===== src/rtl/core/tql_pkg.sv =====
// shared types and constants of the q-learning agent
// no dependencies; imported by tql_ram, tql_dp, tql_ctrl and the top level
package tql_pkg;

  localparam int NUM_STATES  = 256;
  localparam int NUM_ACTIONS = 8;
  localparam int STATE_W     = $clog2(NUM_STATES);
  localparam int ACT_W       = 3;
  localparam int QW          = 32;
  localparam int FW          = 16;
  localparam int GM_PW       = QW + FW + 1;
  localparam int GM_W        = GM_PW - FW;
  localparam int DW          = QW + 3;
  localparam int DP_W        = DW + FW + 1;
  localparam int DL_W        = DP_W - FW;
  localparam int SUM_W       = DL_W + 1;

  localparam logic [ACT_W:0] ACT_CAP = (ACT_W + 1)'((NUM_ACTIONS < 8) ? NUM_ACTIONS : 8);

  localparam logic [1:0] REG_LEARNING_RATE  = 2'd0;
  localparam logic [1:0] REG_DISCOUNT       = 2'd1;
  localparam logic [1:0] REG_EXPLORE_RATE   = 2'd2;
  localparam logic [1:0] REG_ACTIONS_IN_USE = 2'd3;

  typedef logic signed [QW-1:0] q_t;
  typedef q_t [NUM_ACTIONS-1:0] row_t;

  typedef struct packed {
    logic              func;
    logic [7:0]        previous_state;
    logic [2:0]        taken_action;
    logic [7:0]        current_state;
    logic signed [31:0] reward;
    logic [15:0]       explore_draw;
    logic [2:0]        random_action;
  } in_t;

  typedef struct packed {
    logic [2:0] chosen_action;
    logic       explored;
  } out_t;

  typedef struct packed {
    logic accept;
    logic rd_cur;
    logic ld_cur;
    logic scan;
    logic finish;
    logic rd_prev;
    logic ld_prev;
    logic mul1;
    logic diff;
    logic mul2;
    logic wr;
  } dp_cmd_t;

  typedef struct packed {
    logic scan_last;
    logic update_pending;
  } dp_sts_t;

endpackage


===== src/rtl/core/tql_dp.sv =====
// datapath: row registers, argmax scan, td update arithmetic, result register
// depends on tql_pkg; drives the q table ports
module tql_dp import tql_pkg::*; (
  input  logic               clk_i,
  input  logic               rst_ni,
  input  dp_cmd_t            cmd_i,
  output dp_sts_t            sts_o,
  input  in_t                item_i,
  input  logic [15:0]        learning_rate_i,
  input  logic [15:0]        discount_i,
  input  logic [15:0]        explore_rate_i,
  input  logic [ACT_W:0]     n_act_i,
  output logic               rd_en_o,
  output logic [STATE_W-1:0] rd_addr_o,
  input  row_t               rd_row_i,
  output logic               wr_en_o,
  output logic [STATE_W-1:0] wr_addr_o,
  output row_t               wr_row_o,
  output logic               result_valid_o,
  output out_t               result_o
);

  in_t                     item_q;
  row_t                    cur_row_q;
  row_t                    prev_row_q;
  logic [ACT_W-1:0]        best_q, best_d;
  logic [ACT_W-1:0]        idx_q;
  logic signed [GM_W-1:0]  gm_q;
  logic signed [DW-1:0]    diff_q;
  logic signed [DL_W-1:0]  delta_q;
  out_t                    res_q;
  logic                    valid_q;
  logic                    done_q;

  logic signed [QW-1:0]    max_q;
  logic signed [QW-1:0]    old_q;
  logic signed [GM_PW-1:0] gm_prod;
  logic signed [DW-1:0]    diff_d;
  logic signed [DP_W-1:0]  dl_prod;
  logic signed [SUM_W-1:0] sum;
  logic signed [QW-1:0]    new_q;
  logic                    update_en;
  logic                    explore;
  logic [ACT_W-1:0]        n_last;
  logic [ACT_W-1:0]        rnd_act;

  assign max_q = $signed(cur_row_q[best_q]);
  assign old_q = $signed(prev_row_q[item_q.taken_action]);

  assign gm_prod = max_q * $signed({1'b0, discount_i});
  assign diff_d  = $signed({{(DW-QW){item_q.reward[QW-1]}}, item_q.reward})
                 + $signed({{(DW-GM_W){gm_q[GM_W-1]}}, gm_q})
                 - $signed({{(DW-QW){old_q[QW-1]}}, old_q});
  assign dl_prod = diff_q * $signed({1'b0, learning_rate_i});
  assign sum     = $signed({{(SUM_W-QW){old_q[QW-1]}}, old_q})
                 + $signed({delta_q[DL_W-1], delta_q});

  always_comb begin
    if (sum[SUM_W-1:QW-1] == '0 || sum[SUM_W-1:QW-1] == '1) begin
      new_q = sum[QW-1:0];
    end else if (sum[SUM_W-1]) begin
      new_q = {1'b1, {(QW-1){1'b0}}};
    end else begin
      new_q = {1'b0, {(QW-1){1'b1}}};
    end
  end

  always_comb begin
    wr_row_o = prev_row_q;
    wr_row_o[item_q.taken_action] = new_q;
  end

  always_comb begin
    best_d = best_q;
    if ({1'b0, idx_q} < n_act_i &&
        $signed(cur_row_q[idx_q]) > $signed(cur_row_q[best_q])) begin
      best_d = idx_q;
    end
  end

  assign update_en = item_q.func && ({1'b0, item_q.taken_action} < n_act_i);
  assign n_last    = ACT_W'(n_act_i - 1'b1);
  assign rnd_act   = (item_q.random_action > n_last) ? n_last : item_q.random_action;
  assign explore   = item_q.explore_draw < explore_rate_i;

  assign sts_o.scan_last      = ({1'b0, idx_q} + 1'b1) >= n_act_i;
  assign sts_o.update_pending = update_en && !done_q;

  assign rd_en_o   = cmd_i.rd_cur || cmd_i.rd_prev;
  assign rd_addr_o = cmd_i.rd_prev ? item_q.previous_state[STATE_W-1:0]
                                   : item_q.current_state[STATE_W-1:0];
  assign wr_en_o   = cmd_i.wr;
  assign wr_addr_o = item_q.previous_state[STATE_W-1:0];

  always_ff @(posedge clk_i) begin
    if (cmd_i.accept) begin
      item_q <= item_i;
    end
    if (cmd_i.ld_cur) begin
      cur_row_q <= rd_row_i;
      best_q    <= '0;
      idx_q     <= ACT_W'(1);
    end
    if (cmd_i.scan) begin
      best_q <= best_d;
      idx_q  <= idx_q + 1'b1;
    end
    if (cmd_i.ld_prev) begin
      prev_row_q <= rd_row_i;
    end
    if (cmd_i.mul1) begin
      gm_q <= gm_prod[GM_PW-1:FW];
    end
    if (cmd_i.diff) begin
      diff_q <= diff_d;
    end
    if (cmd_i.mul2) begin
      delta_q <= dl_prod[DP_W-1:FW];
    end
    if (cmd_i.finish) begin
      res_q.chosen_action <= explore ? rnd_act : best_d;
      res_q.explored      <= explore;
    end
  end

  always_ff @(posedge clk_i or negedge rst_ni) begin
    if (!rst_ni) begin
      valid_q <= 1'b0;
      done_q  <= 1'b0;
    end else begin
      valid_q <= cmd_i.finish;
      if (cmd_i.accept) begin
        done_q <= 1'b0;
      end else if (cmd_i.wr) begin
        done_q <= 1'b1;
      end
    end
  end

  assign result_valid_o = valid_q;
  assign result_o       = res_q;

endmodule


===== config.mk =====
export PLATFORM = sky130hd
export DESIGN_NAME = tql_dp
export DESIGN_NICKNAME = d
export VERILOG_FILES = /design/src/rtl/core/tql_pkg.sv /design/src/rtl/core/tql_dp.sv
export SDC_FILE = /design/constraint.sdc
export NUM_CORES = 2
export LEC_CHECK = 0
export BUFFER_PORTS_ARGS = -buffer_cell sky130_fd_sc_hd__buf_2
export CAP_MARGIN = 10
export CORE_UTILIZATION = 25
export CTS_CLUSTER_SIZE = 20
export DETAILED_ROUTE_END_ITERATION = 6
export RECOVER_POWER = 100
export SLEW_MARGIN = 20
export SYNTH_ARGS = -nofsm -noshare
export SYNTH_HDL_FRONTEND = slang
export SYNTH_SLANG_ARGS = --single-unit

===== constraint.sdc =====
create_clock -name clk_i -period 8.3 [get_ports clk_i]
set_input_delay 0.83 -clock clk_i [delete_from_list [all_inputs] [get_ports clk_i]]
set_output_delay 0.83 -clock clk_i [all_outputs]
set_load 0.005 [all_outputs]

## Yosys cells after proc, flatten, opt, wreduce, memory -nomap -nowiden

Index checks and enable logic that the tools add are counted.

| cells by class | value |
|---|---|
| add/subtract/negate cells | 6 |
| $mul | 2 |
| magnitude comparators | 10 |
| eq/ne operators | 1 |
| mux-type cells | 21 |
| reduce and logical (&&, ||, !) cells | 10 |

Operators with widths:

| kind | number |
|---|---|
| binary-select mux 32 bit (select 3 bit) | 3 |
| bitwise mux 256 bit | 1 |
| two-way mux 32 bit | 6 |
| demux 32 bit (select 3 bit) | 1 |
| multiplier 35 x 17 -> 52 bit | 1 |
| multiplier 32 x 17 -> 49 bit | 1 |
| adder 32 x 36 -> 37 bit | 1 |
| subtractor 34 x 32 -> 35 bit | 1 |
| adder 32 x 33 -> 34 bit | 1 |
| > comparator 32 bit | 1 |
| two-way mux 3 bit | 7 |
| < comparator 16 bit | 1 |
| < comparator 3 x 4 -> 1 bit (second input constant) | 3 |
| < comparator 3 x 4 -> 1 bit | 2 |
| two-way mux 8 bit | 1 |
| == test 6 bit (second input constant) | 1 |
| logical NOT 6 bit | 1 |
| adder 3 x 1 -> 4 bit (second input constant) | 1 |
| >= comparator 4 bit | 1 |
| logical AND 1 bit | 4 |
| nonzero test 2 bit | 2 |
| adder 3 x 1 -> 3 bit (second input constant) | 1 |
| >= comparator 3 x 1 -> 1 bit (second input constant) | 1 |
| > comparator 3 bit | 1 |
| other kinds (4) | 6 |

| storage, ports and cells | value |
|---|---|
| flip-flop bits (word level) | 699 |
| input bits | 392 |
| logic and storage cells | 82 |

## Logic depth before layout (Yosys ltp)

| depth | value |
|---|---|
| depth in word-level cells | 7 |
| mapped depth | 29 |

## Least setup slack after synthesis

Ideal clock, no wire load.

| timing | value |
|---|---|
| kind | flip-flop to flip-flop |
| start | register best_q[0] |
| end | register gm_q[26] (data pin) |
| library setup time | 258 ps |
| arrival time | 8,119 ps |
| data required time | 8,042 ps |
| setup slack | -76 ps |
| stages on the path, launching flop included | 28 |
| path buffers | 3 |
| period minus slack after synthesis | 8,376 ps |
| cell sequence | edfxtp_1 > clkbuf_1 > buf_1 > mux4_2 > mux2_2 > clkbuf_1 > nand2_1 > fa_1 > fa_1 > fa_1 > inv_1 > fa_1 > fa_1 > inv_1 > fa_1 > inv_1 > ha_1 > a21o_1 > a21o_1 > a2111oi_4 > nor3b_1 > a211oi_2 > o21ai_1 > o311a_1 > o31a_1 > a311o_1 > a21oi_1 > xnor2_1 |

| on the way | value |
|---|---|
| word-level cells in the longest chain between the ends | 3 |

Ends and longest elaborated chain:

| element | RTL line | text |
|---|---|---|
| start: declaration | tql_dp.sv:26 | `logic [ACT_W-1:0] best_q, best_d;` |
| start signal: assignment | tql_dp.sv:105 | `best_q <= best_d;` |
| binary-select mux 32 bit (select 3 bit) | tql_dp.sv:47 | `assign max_q = $signed(cur_row_q[best_q]);` |
| two-way mux 32 bit (implied by the code) | tql_dp.sv:47 |  |
| multiplier 32 x 17 -> 49 bit | tql_dp.sv:50 | `assign gm_prod = max_q * $signed({1'b0, discount_i});` |
| via gm_prod[42] | tql_dp.sv:37 | `logic signed [GM_PW-1:0] gm_prod;` |
| end signal: assignment | tql_dp.sv:112 | `gm_q <= gm_prod[GM_PW-1:FW];` |
| end: declaration | tql_dp.sv:28 | `logic signed [GM_W-1:0] gm_q;` |

The timed path passes the listed nets, and every way through them passes these cells. The select of a mux whose other input is x is not followed.
A chain may end at the register's enable or synchronous reset.

==> out/metrics.cfg <==
[outcome]
result_of_the_run=finished, violations left
violations_in_the_final_reports=capacitance limit, slew limit

[synth]
muxShareOfSynthArea_pct=5.22
synth.top_cell.area_share_pct=29.2
post_synth_most_frequent_cells=inv_1 (1,485), fa_1 (1,050), nand2_1 (991)
post_synth_inst_count=6830
mappedNetlistNets=8640
synth.most_common_cell=inv_1
post_synth.cell_area_avg_sq_um=10.5
synth_adder_area_share_pct=35.6
ys.warnings.count=0
synthSimpleGateAreaFrac_pct=10.9
synth_edf_count=697
yosys.cell_types.count=77
synth_top_family_by_area=adder cells
synth-xor-area-share_pct=1.69
synth_compound_area_share_pct=7.88
library_cell_with_the_largest_summed_area_after_synthesis=fa_1
yosys_most_used_dff=edfxtp_1
yosys-top-cells-area=fa_1 (29%), edfxtp_1 (29%), inv_1 (7.7%)
yosysSeqAreaShare_pct=29.1
synth_area_sq_um=72000
ys_seq_elements=699
ys_async_sr_fraction_pct=0.286

[clock_tree]
h-tree-depth=3
clk_pin_slew_ns=0.06
cts.path.max_buffers=3
cts_root_buffer=clkbuf_16
clock_sinks=699
cts-buffers-inserted=81
clkLatencyLatePin_ns=0.74
clock_tree_from_tritoncts=yes

[placed_design]
postPlaceCellArea_sq_um=80600
detailed_place_hpwl_mm=225
place_congestion=0.944
place.port_buffers=672

[routing]
drt_iter0_drc=5096
routed-wl-met3_mm=20.4
top_layer_used=met5
detail_route.wirelength_mm=276
route.detailed.drc=0
via_count=53960
total_iterations_of_the_first_detailed_routing_run=6
met2WireLength_mm=129
detail_route.vias_per_cell=4.75
wl_met1_mm=109
post_drt_wl_per_cell_um=24.3
drtAntennaViolNets=0

[min_path]
worst_hold_path_type=in -> reg

[sta]
max_slew.worst_pin.slew_ns=5.86
period_needed_ns=8.23
rsz0062_at_grt=yes
clock.fmax_ghz=0.121
timing.slew.headroom_pct=-290
layout_worst_path_cycle_share_pct=99.2
timing.final.max_slew_violations=701
finalHoldViolations=0
setup_viol=0
skew_final_ns=0.0928

[floorplan]
die_y_um=539
design.die.area_sq_um=290000
start_util_pct=25.2
core_area_sq_um=286000
die_w_um=539
num_io_pins=673
number_of_core_rows=196

[critical_path]
setup.worst_path.end_class=primary output
critical_path_buf_inv_count=5
cp_data_arrival_time_ns=7.40
worstSetupStartpointType=flop
crit_path_max_incr_delay_ns=0.69
cpMostUsedCell=buf_12
critical_path.slowest_cell=ha_1
critPathTopFamily=compound AO/OA/AOI/OAI gates
timing.critical_path.fanout_max=21
crit_chain=clkbuf_1 -> and3_2 -> buf_12 -> a22oi_1 -> nand4_1 -> ha_1 -> nand3_1 -> nor4b_1 -> nor3_1 -> o21a_1 -> a21o_1 -> a211oi_1 -> nand2_1 -> o31ai_4 -> buf_12 -> buf_4 -> o21ai_4 -> o21ai_0 -> buf_2
worst-setup-path-type=reg -> out
worst-endpoint-required_ns=7.47
ff2ff_setup_slack_ns=0.20

[finish]
post_route_cells_drive_above_1_share_pct=13.3
nFillCells=29716
finish.instance_area_sq_um=83500
total_nets_final=9290
synthToLayoutAreaGrowth_pct=16.0

[global_route]
grt_max_degree=159
grt.total_usage_pct=18.7
grt_pass1_vias=57072
grt.overflow.total=0
grt_first_pass_wirelength_mm=397
initial_antenna_violation_count=84

[flow_run]
count_of_max_cap_constraint_violations=9

## sequential cells by signal, summed over array words and instances (netlist names)
signal,flops
cur_row_q,256
prev_row_q,256
item_q,63
delta_q,36
diff_q,35
gm_q,33
wr_addr_o,8
result_o,4
best_q,3
idx_q,3
done_q,1
result_valid_o,1
## area by class of cell
cell class / instances / area [sq um] / share of cell area [%]
multi-input combinational: 4320 / 44300 / 53.1
sequential: 699 / 21000 / 25.1
inverter: 1485 / 5570 / 6.67
tap: 3762 / 4710 / 5.64
timing repair buffer: 893 / 4980 / 5.97
clock buffer: 88 / 2050 / 2.46
antenna: 58 / 145 / 0.174
clock inverter: 58 / 751 / 0.899
## kinds of logic (layout without fill, tap and decap cells)
| logic type | Yosys count | count (layout) |
|---|---|---|
| AOI/OAI and AO/OA | 864 | 864 |
| and+or+nand+nor | 1691 | 1691 |
| adders and majority gates | 1418 | 1418 |
| DFF | 699 | 699 |
| muxes | 207 | 208 |
| other | 0 | 58 |
| xor gates and xnor gates | 139 | 139 |
| buffers and inverters | 1812 | 2524 |
## final timing paths
path                                 start              to  depth (start not counted)
max in group asynchronous           rst_ni          done_q                          2
worst max-delay path            item_q[59]    wr_row_o[50]                         19
worst min register to register      done_q          done_q                          2
worst min-delay path            item_i[55]      item_q[55]                          1
min in group asynchronous           rst_ni  result_valid_o                          2
worst max register to register   best_q[0]        gm_q[26]                         27
## routing by layer
metal | vias up | track usage (%)
met5 | - | 0
met4 | 38 | 10.4
met3 | 572 | 2.71
met2 | 2732 | 30.8
met1 | 27500 | 23.6
li1 | 23118 | -
## per-stage QoR
stage	hold WS, ns	instances	TNS, ns	utilization (%)	worst slack [ns]
2_1_floorplan	0.465	6830	0	-	0.0356
3_3_place_gp	0.492	11133	-0.0519	28.2	-0.0519
3_5_place_dp	0.511	11133	0	28.2	0.0436
4_1_cts	0.222	11283	0	29.2	0.0170
5_1_grt	0.242	11348	-0.388	29.2	-0.0671
6_report	0.254	11363	0	29.2	0.0660
## layout by cell type, fill, tap and decap left out, drive strengths merged, types with 94 or more instances in the layout
cell	n
fa	1050
edfxtp	697
a21oi	143
clkbuf	375
o21ai	365
inv	1493
and2	345
a22oi	128
nand2	991
mux4	128
xnor2	94
buf	605
ha	368
## timing repair
item | 4_1_cts | 5_1_grt
setup endpoints to repair | 23 | 48
gates resized for setup | 0 | 30
buffers inserted | 3 | 19
gates cloned | 0 | 3
endpoints found under the hold margin | 2 | 0
hold buffers | 1 | 0
pin swaps | 1 | 7
Power is left out: the tool's default activity adds up to more than one toggle a clock period on the data nets, which glitch-free logic cannot reach.
