`config.mk`:
```
export PLATFORM = sky130hd
export DESIGN_NAME = tql_ctrl
export DESIGN_NICKNAME = d
export VERILOG_FILES = /design/src/rtl/core/tql_pkg.sv /design/src/rtl/core/tql_ctrl.sv
export SDC_FILE = /design/constraint.sdc
export NUM_CORES = 1
export LEC_CHECK = 0
export BUFFER_PORTS_ARGS = -buffer_cell sky130_fd_sc_hd__buf_2
export CAP_MARGIN = 20
export CORE_AREA = 5 5 42 44
export CTS_BUF_LIST = sky130_fd_sc_hd__clkbuf_4 sky130_fd_sc_hd__clkbuf_8
export DETAILED_ROUTE_END_ITERATION = 8
export DIE_AREA = 0 0 47 49
export PLACE_DENSITY = 0.42
export RECOVER_POWER = 100
export SKIP_LAST_GASP = 1
export SYNTH_ARGS = -nofsm -noshare
export SYNTH_HDL_FRONTEND = slang
export SYNTH_SLANG_ARGS = --single-unit
```
`constraint.sdc`:
```
create_clock -name clk_i -period 1.5 [get_ports clk_i]
set_input_delay 0.15 -clock clk_i [delete_from_list [all_inputs] [get_ports clk_i]]
set_output_delay 0.15 -clock clk_i [all_outputs]
set_load 0.005 [all_outputs]
```
`src/rtl/core/tql_pkg.sv`:
```
// shared types and constants of the q-learning agent
// no dependencies; imported by tql_ram, tql_dp, tql_ctrl and the top level
package tql_pkg;

  localparam int NUM_STATES  = 256;
  localparam int NUM_ACTIONS = 8;
  localparam int STATE_W     = $clog2(NUM_STATES);
  localparam int ACT_W       = 3;
  localparam int QW          = 32;
  localparam int FW          = 16;
  localparam int GM_PW       = QW + FW + 1;
  localparam int GM_W        = GM_PW - FW;
  localparam int DW          = QW + 3;
  localparam int DP_W        = DW + FW + 1;
  localparam int DL_W        = DP_W - FW;
  localparam int SUM_W       = DL_W + 1;

  localparam logic [ACT_W:0] ACT_CAP = (ACT_W + 1)'((NUM_ACTIONS < 8) ? NUM_ACTIONS : 8);

  localparam logic [1:0] REG_LEARNING_RATE  = 2'd0;
  localparam logic [1:0] REG_DISCOUNT       = 2'd1;
  localparam logic [1:0] REG_EXPLORE_RATE   = 2'd2;
  localparam logic [1:0] REG_ACTIONS_IN_USE = 2'd3;

  typedef logic signed [QW-1:0] q_t;
  typedef q_t [NUM_ACTIONS-1:0] row_t;

  typedef struct packed {
    logic              func;
    logic [7:0]        previous_state;
    logic [2:0]        taken_action;
    logic [7:0]        current_state;
    logic signed [31:0] reward;
    logic [15:0]       explore_draw;
    logic [2:0]        random_action;
  } in_t;

  typedef struct packed {
    logic [2:0] chosen_action;
    logic       explored;
  } out_t;

  typedef struct packed {
    logic accept;
    logic rd_cur;
    logic ld_cur;
    logic scan;
    logic finish;
    logic rd_prev;
    logic ld_prev;
    logic mul1;
    logic diff;
    logic mul2;
    logic wr;
  } dp_cmd_t;

  typedef struct packed {
    logic scan_last;
    logic update_pending;
  } dp_sts_t;

endpackage

```
`src/rtl/core/tql_ctrl.sv`:
```
// controller: sequences row reads, argmax scan, update and write-back
// depends on tql_pkg; commands tql_dp
module tql_ctrl import tql_pkg::*; (
  input  logic    clk_i,
  input  logic    rst_ni,
  input  logic    start_i,
  output logic    busy_o,
  input  dp_sts_t sts_i,
  output dp_cmd_t cmd_o
);

  localparam logic [3:0] S_IDLE = 4'd0;
  localparam logic [3:0] S_RDC  = 4'd1;
  localparam logic [3:0] S_LDC  = 4'd2;
  localparam logic [3:0] S_SCAN = 4'd3;
  localparam logic [3:0] S_RDP  = 4'd4;
  localparam logic [3:0] S_LDP  = 4'd5;
  localparam logic [3:0] S_MUL1 = 4'd6;
  localparam logic [3:0] S_DIFF = 4'd7;
  localparam logic [3:0] S_MUL2 = 4'd8;
  localparam logic [3:0] S_WR   = 4'd9;

  logic [3:0] state_q, state_d;

  always_comb begin
    state_d = state_q;
    cmd_o   = '0;
    case (state_q)
      S_IDLE: begin
        if (start_i) begin
          cmd_o.accept = 1'b1;
          state_d      = S_RDC;
        end
      end
      S_RDC: begin
        cmd_o.rd_cur = 1'b1;
        state_d      = S_LDC;
      end
      S_LDC: begin
        cmd_o.ld_cur = 1'b1;
        state_d      = S_SCAN;
      end
      S_SCAN: begin
        cmd_o.scan = 1'b1;
        if (sts_i.scan_last) begin
          if (sts_i.update_pending) begin
            state_d = S_RDP;
          end else begin
            cmd_o.finish = 1'b1;
            state_d      = S_IDLE;
          end
        end
      end
      S_RDP: begin
        cmd_o.rd_prev = 1'b1;
        state_d       = S_LDP;
      end
      S_LDP: begin
        cmd_o.ld_prev = 1'b1;
        state_d       = S_MUL1;
      end
      S_MUL1: begin
        cmd_o.mul1 = 1'b1;
        state_d    = S_DIFF;
      end
      S_DIFF: begin
        cmd_o.diff = 1'b1;
        state_d    = S_MUL2;
      end
      S_MUL2: begin
        cmd_o.mul2 = 1'b1;
        state_d    = S_WR;
      end
      S_WR: begin
        cmd_o.wr = 1'b1;
        state_d  = S_RDC;
      end
      default: begin
        state_d = S_IDLE;
      end
    endcase
  end

  always_ff @(posedge clk_i or negedge rst_ni) begin
    if (!rst_ni) begin
      state_q <= S_IDLE;
    end else begin
      state_q <= state_d;
    end
  end

  assign busy_o = state_q != S_IDLE;

endmodule

```
After elaboration in Yosys (flattened, before gate mapping)
Cells that the tools add are included.

storage, ports and cells
  register bits after elaboration = 4

operators by class
  eq/ne operators = 11
  mux-type cells = 17
  reductions and logical operators = 3

operators by type and width
  operator              number
  $pmux W4 S10          1
  $eq A4 B3 Y1 const B  4
  $mux W1               12
  $eq A4 B2 Y1 const B  2
  $eq A4 B4 Y1 const B  2
  $mux W4               2
  $eq A4 B1 Y1 const B  1
  $logic_not A4 Y1      1
  $ne A2 B2 Y1 const B  2
  $reduce_bool A4 Y1    1
  $mux W3               1
  $mux W2               1
  $reduce_and A2 Y1     1

Logic depth before layout (Yosys ltp)
Gate-level depths: netlist (run 1).

  depth after elaboration = 3
  mapped depth = 4
  depth with buffers taken out = 3

Worst setup path after synthesis (run 1)
No wires, ideal clock.

  kind = reg-to-output
  start point = reg state_q[1]
  end point = out cmd_o[6] (netlist name)
  path buffers = 0
  path slack = 0.474 ns
  stages on the path, launching flop included = 4
  arrival time = 0.876 ns
  path through = dfrtp_1 > nand2_2 > nor3_2 > and3b_1

RTL lines
  element                   RTL line        RTL
  start: declaration        tql_ctrl.sv:23  logic [3:0] state_q, state_d;
  start signal: assignment  tql_ctrl.sv:88  state_q <= state_d;
  end: declaration          tql_ctrl.sv:9   output dp_cmd_t cmd_o

==> results of run 1 <==
cells by family after synthesis:
kind of cell,Yosys count,share of synthesized area [%]
AOI/OAI and AO/OA,3,6.82
buffers and inverters,1,2.73
DFF,4,36.4
muxes,1,3.64
and+or+nand+nor,26,50.5
worst reg2reg max path, cell delays in order (launching register included):
cell and delay, ns:
dfrtp_1 0.49, nand2b_2 0.23, nor2_1 0.07, or2_1 0.21
synthesized netlist by cell type, types with 4 or more instances:
library cell / number
dfrtp_1: 4
nor2_1: 8
nand2b_1: 4
nor3_1: 5
area by class of cell:
| class | instances | area, µm² | area share (%) |
|---|---|---|---|
| tap | 16 | 20.0 | 5.08 |
| timing repair buffer | 17 | 82.6 | 21.0 |
| clock buffer | 3 | 22.5 | 5.71 |
| multi-input combinational | 30 | 168 | 42.5 |
| sequential | 4 | 101 | 25.7 |
metal layers:
| layer | wire, µm | vias to the layer above | track usage, % | part of all wire, % |
|---|---|---|---|---|
| met2 | 338 | 11 | 10.9 | 45 |
| li1 | - | 161 | - | - |
| met3 | 66 | 0 | 2.58 | 8.7 |
| met5 | 0 | - | 0 | 0 |
| met4 | 0 | 0 | 6.91 | 0 |
| met1 | 349 | 123 | 9.96 | 46 |
metrics by stage:
step / area (µm²) / setup WS, ns / util [%]
6_report: 394 / 0.0930 / 28.1
5_1_grt: 394 / 0.00283 / 28.1
4_1_cts: 400 / 0.0343 / 28.6
3_3_place_gp: 368 / 0.288 / 26.3
2_1_floorplan: 275 / 0.474 / -
3_5_place_dp: 368 / 0.294 / 26.3
power by group through the flow:
stage          clock, µW  combinational, µW  sequential, µW
6_report             128                368             264
3_5_place_dp           0                393             262
5_1_grt              142                426             282
3_3_place_gp           0                393             260
4_1_cts              138                396             261
2_1_floorplan          0                278             223
path summary, 6_finish.rpt:
path	start	to	slack (ns)	depth (start not counted)
max in group asynchronous	rst_ni	state_q[1]$_DFFE_PN0P_	1.04	2
worst max-delay path	state_q[2]$_DFFE_PN0P_	cmd_o[1]	0.09	3
worst min register to register	state_q[3]$_DFFE_PN0P_	state_q[1]$_DFFE_PN0P_	0.63	1
worst max register to register	state_q[3]$_DFFE_PN0P_	state_q[3]$_DFFE_PN0P_	0.38	3
min in group asynchronous	rst_ni	state_q[0]$_DFFE_PN0P_	0.27	2
worst min-delay path	sts_i[0]	state_q[2]$_DFFE_PN0P_	0.19	3
what timing repair did:
item,CTS,global route
hold endpoints to repair,4,0
endpoints found under the setup margin,0,2
hold buffers,1,0
resized for setup,0,2
==> metrics.txt, run 1 <==
vias in the first global route 303; crit path time final 1.41 ns; Pre-antenna DRT Iters 2; layout cell share with drive strength beyond 1 31.5%; most frequent cells in the layout nor2_1 (9), buf_2 (8), clkbuf_1 (6); critical-path cell list nand2b_1 -> nor3_1 -> buf_2; Die W 47 µm; initial antenna violation count 0; post-DR vias/cell 4.21; setup violators final 0; startpoint types register; CTS root buffer clkbuf_4; part of the power in registers 34.7%; hold crit path type primary input to register; DR iter-0 viols 4; Tot GR Track Use 8.12%; Largest register FFs 4; RSZ-0062 raised after global routing false; Ports 17; Area contributors post-synth dfrtp_1 (36%), nor2_1 (11%), nand2b_1 (9.1%); Synth cell types 18; Synth top area share 36.4%; CP Max Fanout 8; synth warn 0; htree depth 1; commonest non-fill, non-tap cell in the layout nor2_1; port bufs 16; total number of vias 295; Core Area 1400 µm²; Routed WL 755 µm; # fillers 177; CTS tree yes; Async SR Flop Fraction 100%; power per standard cell area 1930 nW/µm²; Data required, critical path 1.35 ns; Lkg Pwr 0.000193 µW; WL per Instance 10.8 µm; hold slack 0.191 ns; antenna-violating nets left 0; Hold Fails Final Rpt 0; slowest cell on the critical path dfrtp_1; Clock power frac 16.9%; Final GP Congestion 0.682; Die Footprint 2300 µm²; biggest regs state_q x4; Max-cap violations 0; CTS Buffer Depth 2; EDFF count, synth 0; first-pass GRT wire length 1290 µm; Max Slew Vio Count 0; Worst Tran Pin Value 0.298 ns; peak supply drop 638 µV; Starting Density 19.6%; final net count 61; Mapped Cells 35; slew margin rel. 80.2%; Comb power frac 48.4%; fmax 0.711 GHz; largest area contributor in the netlist dfrtp_1; crit share post-route 93.8%; Worst-Skew Late Latency 0.23 ns; Sw Pwr 334 µW; total CTS buffers 3; Layout Area Growth over Synthesis 43.2%; Largest Register state_q; Final Skew 0.00314 ns; largest net degree at the start of global routing 10; DR DRC count 0; Die Y-Extent 49 µm; Tot Pwr 761 µW; post-route insts no fill 70; setup TNS 0 ns; post-synthesis sequential area ratio 36.4%; CP arrival 1.26 ns; worst path buffer plus inverter count 1; Overflow after GRT 0; CP delay by family, top flip-flops; n_diodes 0; Worst Setup End Kind output port; internal power 427 µW; Sw Share 43.8%; CTS clk-pin slew, worst paths 0.03 ns; Setup Fix Bufs, Post-CTS 0; mean post-synth cell area 7.86 µm²; Top FF cell, synth dfrtp_1; syn_nets 40; status completed; slowest stage delay, CP 0.47 ns; Yosys reg bits 4; Synth Cell Area 275 µm²; type of the worst setup path register to output port; clock sink count 4; Placed Cells 66; Row Count 14
(Power assumes the default switching activity.)
==> inputs of run 2 (changes only) <==
- MAX_ROUTING_LAYER: default -> met4
==> metrics.txt, run 2 (synthesis gave the netlist of run 1 again) <==
setup TNS 0 ns (unchanged); port bufs 16 (unchanged); clock sink count 4 (unchanged); CP Max Fanout 8 (unchanged); Hold Fails Final Rpt 0 (unchanged); antenna-violating nets left 0 (unchanged); Die W 47 µm (unchanged); Die Footprint 2300 µm² (unchanged); Largest Register state_q; first-pass GRT wire length 1290 µm (unchanged); type of the worst setup path register to output port; Worst Tran Pin Value 0.298 ns (unchanged); PnR worst setup slack 0.0930 ns (unchanged); WL per Instance 10.8 µm (unchanged); Routed WL 755 µm (unchanged); CP arrival 1.26 ns (about the same); pre-CTS worst setup slack 0.294 ns (unchanged); Setup Fix Bufs, Post-CTS 0 (unchanged); Row Count 14 (unchanged); CTS clk-pin slew, worst paths 0.03 ns (about the same); Pre-antenna DRT Iters 2 (unchanged); Min-Delay Startpoint sts_i[0]; post-DR vias/cell 4.21 (unchanged); Max-cap violations 0 (unchanged); startpoint types register; Data required, critical path 1.35 ns (about the same); largest net degree at the start of global routing 10 (unchanged); Final Skew 0.00314 ns (unchanged); Starting Density 19.6% (unchanged); Worst Setup End Kind output port; worst r2r src state_q[3]$_DFFE_PN0P_; hold crit path type primary input to register; setup violators final 0 (unchanged); initial antenna violation count 0 (unchanged); fmax 0.711 GHz (unchanged); Hold Path Cell Cnt 3 (unchanged); Largest register FFs 4 (unchanged); vias in the first global route 303 (unchanged); total CTS buffers 3 (unchanged); Core Util, Final 28.1% (unchanged); slew margin rel. 80.2% (unchanged); most frequent cells in the layout nor2_1 (9), buf_2 (8), clkbuf_1 (6); total number of vias 295 (unchanged); Placed Cells 66 (unchanged); Die Y-Extent 49 µm (unchanged); worst r2r path cells 3 (unchanged); footprint of the multi-input gates 168 µm² (unchanged); Ports 17 (unchanged); post-route insts no fill 70 (unchanged); Worst-Skew Late Latency 0.23 ns (about the same); WHS Endpoint state_q[2]$_DFFE_PN0P_; final net count 61 (unchanged); DR DRC count 0 (unchanged); Lkg Pwr 0.000193 µW (unchanged); Final GP Congestion 0.689 (+1.0%); DR iter-0 viols 4 (unchanged); crit share post-route 93.8% (unchanged); Overflow after GRT 0 (unchanged); layout cell share with drive strength beyond 1 31.5% (unchanged); RSZ-0062 raised after global routing false; power per standard cell area 1930 nW/µm² (about the same); htree depth 1 (unchanged); biggest regs state_q x4; n_diodes 0 (unchanged); reg2reg setup slack 0.38 ns (about the same); crit path time final 1.41 ns (unchanged); Tot GR Track Use 8.32% (+0.21 points); Layout Area Growth over Synthesis 43.2% (unchanged); CTS root buffer clkbuf_4; Core Area 1400 µm² (unchanged); commonest non-fill, non-tap cell in the layout nor2_1; peak supply drop 638 µV (about the same); reg-to-reg endpoint state_q[3]$_DFFE_PN0P_; CTS Buffer Depth 2 (unchanged); CTS tree yes; status completed; Max Slew Vio Count 0 (unchanged); # fillers 177 (unchanged); Reg area 101 µm² (unchanged)
[run 2: cell counts in the layout (fill, tap and decap cells not counted)]
No cell type changed its count.
[run 2: cell type report]
| cell class | instances | share of cell area [%] |
|---|---|---|
| well taps | 16 | 5.08 |
| clock buffers | 3 | 5.71 |
| repair buffers | 17 | 21.0 |
| multi-input cells | 30 | 42.5 |
| flip-flops and latches | 4 | 25.7 |
[run 2: worst max-delay path by stage]
stage / from / to / slack [ns] / cells after the start
after CTS: state_q[3]$_DFFE_PN0P_ / cmd_o[5] / 0.03 / 3
after detailed placement: state_q[3]$_DFFE_PN0P_ / cmd_o[5] / 0.29 / 3
final: state_q[2]$_DFFE_PN0P_ / cmd_o[1] / 0.09 / 3
after floorplan: state_q[1]$_DFFE_PN0P_ / cmd_o[6] / 0.47 / 3
after global routing: state_q[2]$_DFFE_PN0P_ / cmd_o[1] / 0.003 / 3
after global placement: state_q[3]$_DFFE_PN0P_ / cmd_o[5] / 0.29 / 3
[run 2: per-stage QoR]
stage               instance area, µm²  hold WS (ns)  total power (µW)
floorplan                          275        -0.146               501
detailed placement                 368       -0.0438               655
finish                             394         0.191               761
CTS                                400         0.186               795
global placement                   368       -0.0435               654
global route                       394         0.227               849
[run 2: routing by layer]
| layer | share of wire [%] | vias up | wire, µm | global-route usage, % |
|---|---|---|---|---|
| li1 | - | 161 | - | - |
| met5 | 0 | - | 0 | - |
| met1 | 47 | 123 | 355 | 10.2 |
| met2 | 45 | 11 | 338 | 10.9 |
| met3 | 7.9 | 0 | 60 | 2.21 |
| met4 | 0 | 0 | 0 | 6.91 |
[run 2: power by group]
| group | internal, µW | total [µW] | switching, µW |
|---|---|---|---|
| clock | 89.1 | 128 | 39.3 |
| combinational | 179 | 368 | 189 |
| sequential | 159 | 264 | 105 |
| total | 427 | 761 | 333 |
[run 2: timing repair]
item / in CTS / in global routing
hold buffers: 1 / 0
endpoints found under the hold margin: 4 / 0
resized for setup: 0 / 2
setup endpoints to repair: 0 / 2
[run 2: worst max-delay path, cell delays in order, from the launching register on]
cell and delay [ns]:
dfrtp_1 0.47, nand2b_1 0.21, nor3_1 0.19, buf_2 0.15
